[config.mk]
export PLATFORM = sky130hd
export DESIGN_NAME = ouvs_cell
export DESIGN_NICKNAME = d
export VERILOG_FILES = /design/src/rtl/core/ouvs_pkg.sv /design/src/rtl/core/ouvs_cell.sv
export SDC_FILE = /design/constraint.sdc
export NUM_CORES = 1
export LEC_CHECK = 0
export BUFFER_PORTS_ARGS = -buffer_cell sky130_fd_sc_hd__buf_2
export CAP_MARGIN = 30
export CELL_PAD_IN_SITES_DETAIL_PLACEMENT = 0
export CELL_PAD_IN_SITES_GLOBAL_PLACEMENT = 1
export CORE_ASPECT_RATIO = 0.75
export CORE_MARGIN = 3
export CORE_UTILIZATION = 29
export DETAILED_ROUTE_END_ITERATION = 12
export PLACE_DENSITY_LB_ADDON = 0.1
export SETUP_SLACK_MARGIN = 0.15
export SLEW_MARGIN = 20
export SYNTH_ARGS = -nofsm -noshare
export SYNTH_HDL_FRONTEND = slang
export SYNTH_SLANG_ARGS = --single-unit
export TNS_END_PERCENT = 5
[constraint.sdc]
create_clock -name i_clk -period 3.9 [get_ports i_clk]
set_input_delay 0.585 -clock i_clk [delete_from_list [all_inputs] [get_ports i_clk]]
set_output_delay 0.585 -clock i_clk [all_outputs]
set_load 0.02 [all_outputs]
[src/rtl/core/ouvs_pkg.sv]
// Package for the ordered unique value set: operation and status codes,
// field widths and the control group that the top level sends to each cell.
// No dependencies.
`default_nettype none

package ouvs_pkg;

    // Field widths
    localparam int OP_W     = 2;
    localparam int VAL_W    = 32;
    localparam int POS_W    = 5;
    localparam int STATUS_W = 3;

    // Operation codes (code 3 behaves as a search)
    localparam logic [OP_W-1:0] OP_SEARCH = 2'd0;
    localparam logic [OP_W-1:0] OP_INSERT = 2'd1;
    localparam logic [OP_W-1:0] OP_DELETE = 2'd2;

    // Status codes
    localparam logic [STATUS_W-1:0] ST_OK    = 3'd0;
    localparam logic [STATUS_W-1:0] ST_DUP   = 3'd1;
    localparam logic [STATUS_W-1:0] ST_MISS  = 3'd2;
    localparam logic [STATUS_W-1:0] ST_EMPTY = 3'd3;
    localparam logic [STATUS_W-1:0] ST_FULL  = 3'd4;

    // Update strobes broadcast to the row of cells
    typedef struct packed {
        logic ins;  // append the request value at the tail cell
        logic del;  // remove the matching cell, later cells move up
    } t_cell_ctl;

endpackage

`default_nettype wire

[src/rtl/core/ouvs_cell.sv]
// One storage cell of the set: holds a value and its valid flag, compares
// against the request and shifts from its right neighbor on delete.
// Depends on ouvs_pkg.
`default_nettype none

module ouvs_cell
    import ouvs_pkg::*;
(
    input  wire logic             i_clk,
    input  wire logic             i_rst_n,
    // compare strobe and request value, at item accept
    input  wire logic             i_cmp_en,
    input  wire logic [VAL_W-1:0] i_cmp_value,
    // update strobes and value to append
    input  wire t_cell_ctl        i_ctl,
    input  wire logic [VAL_W-1:0] i_ins_value,
    // left neighbor
    input  wire logic             i_left_valid,
    input  wire logic             i_left_seen,
    // right neighbor
    input  wire logic [VAL_W-1:0] i_right_value,
    input  wire logic             i_right_valid,
    // to neighbors and top
    output logic [VAL_W-1:0]      o_value,
    output logic                  o_valid,
    output logic                  o_seen,
    output logic                  o_match
);

    logic [VAL_W-1:0] r_value;
    logic             r_valid;
    logic             r_match;
    logic             n_shift;
    logic             n_append;

    // match at or left of this cell: this cell takes its right neighbor
    assign o_seen   = i_left_seen | r_match;
    assign n_shift  = i_ctl.del & o_seen;
    // tail cell is the first empty one
    assign n_append = i_ctl.ins & i_left_valid & ~r_valid;

    // compare registered at accept; the set holds still until the update
    always_ff @(posedge i_clk) begin
        if (i_cmp_en) begin
            r_match <= r_valid & (r_value == i_cmp_value);
        end
    end

    // stored value
    always_ff @(posedge i_clk) begin
        if (n_shift) begin
            r_value <= i_right_value;
        end else if (n_append) begin
            r_value <= i_ins_value;
        end
    end

    // valid flag
    always_ff @(posedge i_clk) begin
        if (!i_rst_n) begin
            r_valid <= 1'b0;
        end else if (n_shift) begin
            r_valid <= i_right_valid;
        end else if (n_append) begin
            r_valid <= 1'b1;
        end
    end

    assign o_value = r_value;
    assign o_valid = r_valid;
    assign o_match = r_match;

endmodule

`default_nettype wire

==> results.md <==
- Crit. Startpoint: o_match
- CP Class: reg2out
- Sw frac: 26.62%
- Initial antenna violation count: 0
- Post-synthesis net count: between 200 and 250
- Clock network fraction of design power: 25.5%
- WL/cell: 13.50 um
- Layout Utilization: 44.87%
- Die Span X: approximately 98 um
- Power per standard cell area: 337.2 nW/um2
- Maxcap violations: 0
- Critical R2R Launch: o_match
- Gpl congestion: between 0.7 and 0.8
- Lkg Pwr: approximately 1.2 nW
- Area growth from synthesis to layout: 45.98%
- Dpl cells: roughly 330
- Gates resized, CTS repair: 0
- Critical Path Sink Type: output pin
- Type of origin of the critical path: flip-flop
- Num CTS Buffers: 5
- Footprint of the multi-input gates: between 700 and 800 um2
- Post-CTS setup buffers: 0
- Reg2Reg Setup Slack: 2.22 ns
- Antenna Nets Post-Route: 0
- FILL cells: 583
- Clk buf depth: 2
- DP HPWL: approximately 3700 um
- Synth cell types: 19
- Diodes inserted: 0
- Sum of negative setup slack: 0 ns
- Critical Path RT: ~3.3 ns
- Synthesis-stage register bit count: 34
- Worst-case reg-to-reg path depth: 4
- DR vias: 1,436
- Endpoints failing setup: 0
- Final instance area: 2681 um2
- Area post-placement: about 2600 um2
- Worst-Skew Late Latency: between 0.2 and 0.3 ns
- F_max: between 500 and 600 MHz
- DRT iter0 DRCs: 25
- Largest net degree at the start of global routing: 36
- Worst slew margin: roughly three fifths
- Tot Pwr: 0.9040 mW
- Commonest cells after routing, fill and taps aside: buf_2, edfxtp_1, xor2_1
- Post-Syn Area: approximately 1800 um2
- Seq/Total Area, Yosys: ~55%
- Core Region: 5976 um2
- Total GRT Usage: about an eighth
- GRT overflow: 0
- RSZ-0062 raised after global routing: no
- H-tree depth: 2
- Synth warn: 0
- Final-report hold violation count: 0
- Fin crit period: roughly 1.7 ns
- Maximum vdd drop: approximately 0.20 mV
- Mapped Cells: 119
- Die height: ~75 um
- Final Max Slew Viols: 0
- Hold_sp: i_cmp_en
- Standard-cell rows: 24
- Max FO, Critical Path: 2
- Share of layout cells above drive strength 1: roughly two thirds
- Final worst-path cycle share: between 40% and 50%
- Clk slew on worst S/H paths: 0.06 ns
- Port Buffers: ~140
- Switch Pwr: between 0.2 and 0.25 mW
- Final WL: about 4600 um
- Int Pwr: about 0.66 mW
- CTS Sinks: 34
- Post-Layout Cell Count: roughly 340
- CTS tree: yes
- Hold crit path type: in2reg
- Gate power share: a little under a quarter
- Worst slew pin tran: about 0.61 ns
- Commonest non-fill, non-tap cell in the layout: buf_2
- Outcome: finished clean
- DRC viols: 0
- Mapped Avg Cell Area: 15.43 um2
- DIE AREA: 7334 um2
- Cts-stage hold buffer count: 0
- I/O pin count: 139
- First-pass GRT wire length: approximately 6800 um
- Clock skew after layout: 0.004231 ns
- Vias per Instance: between 4 and 5
- Starting Density: between 30% and 40%
- Seq pwr share: around half
- Hold depth: 1
- Hold EP: o_match
- Root Driver: clkbuf_8
- Nets: between 300 and 400
- Vias in the first global route: about 1,400
- Area occupied by registers: about 1000 um2
- Crit path DAT: between 1 and 1.5 ns
- Drt first pass iters: 4
- Reg-to-reg endpoint: o_value[25]
[worst max path at each step]
stage	cells after the start	to	slack (ns)
6_report	2	o_seen	2.18
5_1_grt	4	o_value[11]	2.13
4_1_cts	2	o_seen	2.15
3_5_place_dp	5	o_value[30]	1.95
3_3_place_gp	3	o_value[26]	1.91
2_1_floorplan	2	o_value[0]	0.51
[worst max-delay path: stages, from the launching register on]
cell and delay [ns]:
edfxtp_1 0.41, or2_4 0.30, buf_2 0.16
[power by group through the flow]
stage | combinational (mW) | sequential [mW] | clock, mW
after detailed placement | 0.217 | 0.469 | 0
after floorplan | 0.0824 | 0.507 | 0
final | 0.213 | 0.460 | 0.230
after global placement | 0.210 | 0.469 | 0
after CTS | 0.218 | 0.461 | 0.243
after global routing | 0.234 | 0.464 | 0.258
[synth_stat cells (all sizes together)]
master | count | area (um2)
nand2 | 2 | 23.77
mux2 | 32 | 360.4
nor4 | 7 | 43.79
nand3 | 2 | 10.01
o211a | 1 | 10.01
nor3 | 2 | 15.01
xnor2 | 1 | 8.760
buf | 3 | 55.05
nand3b | 1 | 7.510
edfxtp | 33 | 991.0
o21ai | 1 | 5.000
or2 | 1 | 8.760
dfxtp | 1 | 20.02
nand4 | 1 | 6.260
xor2 | 31 | 271.5
[registers in the layout (all words and copies together), names as in the netlist]
name     flops
o_valid      1
o_match      1
o_value     32
[logic make-up after synthesis]
logic type | count (synthesis) | synth area share [%]
mux | 32 | 19.62
compound gates | 2 | 0.8172
flops | 34 | 55.04
simple gates | 16 | 6.267
xor+xnor | 32 | 15.26
buf+inv | 3 | 2.997
[layer usage]
metal	GRT usage [%]	wire (um)
met4	3.226	48
met5	0	0
met3	5.000	500
met2	18.85	2148
met1	15.42	1880
[metrics by stage]
stage | hold slack [ns] | setup WS (ns)
final | 0.5146 | 2.177
after global routing | 0.4997 | 2.132
after CTS | 0.4988 | 2.154
after detailed placement | 0.6607 | 1.950
after global placement | 0.6591 | 1.906
after floorplan | 0.6810 | 0.5082
[area by class of cell]
cell class / count / share of cell area (%)
timing repair buffer: 139 / 26.78
sequential: 34 / 37.70
multi-input combinational: 82 / 29.16
clock buffer: 5 / 2.566
tap: 78 / 3.640
clock inverter: 1 / 0.1400
No activity file was read; power rests on OpenSTA's default activity.
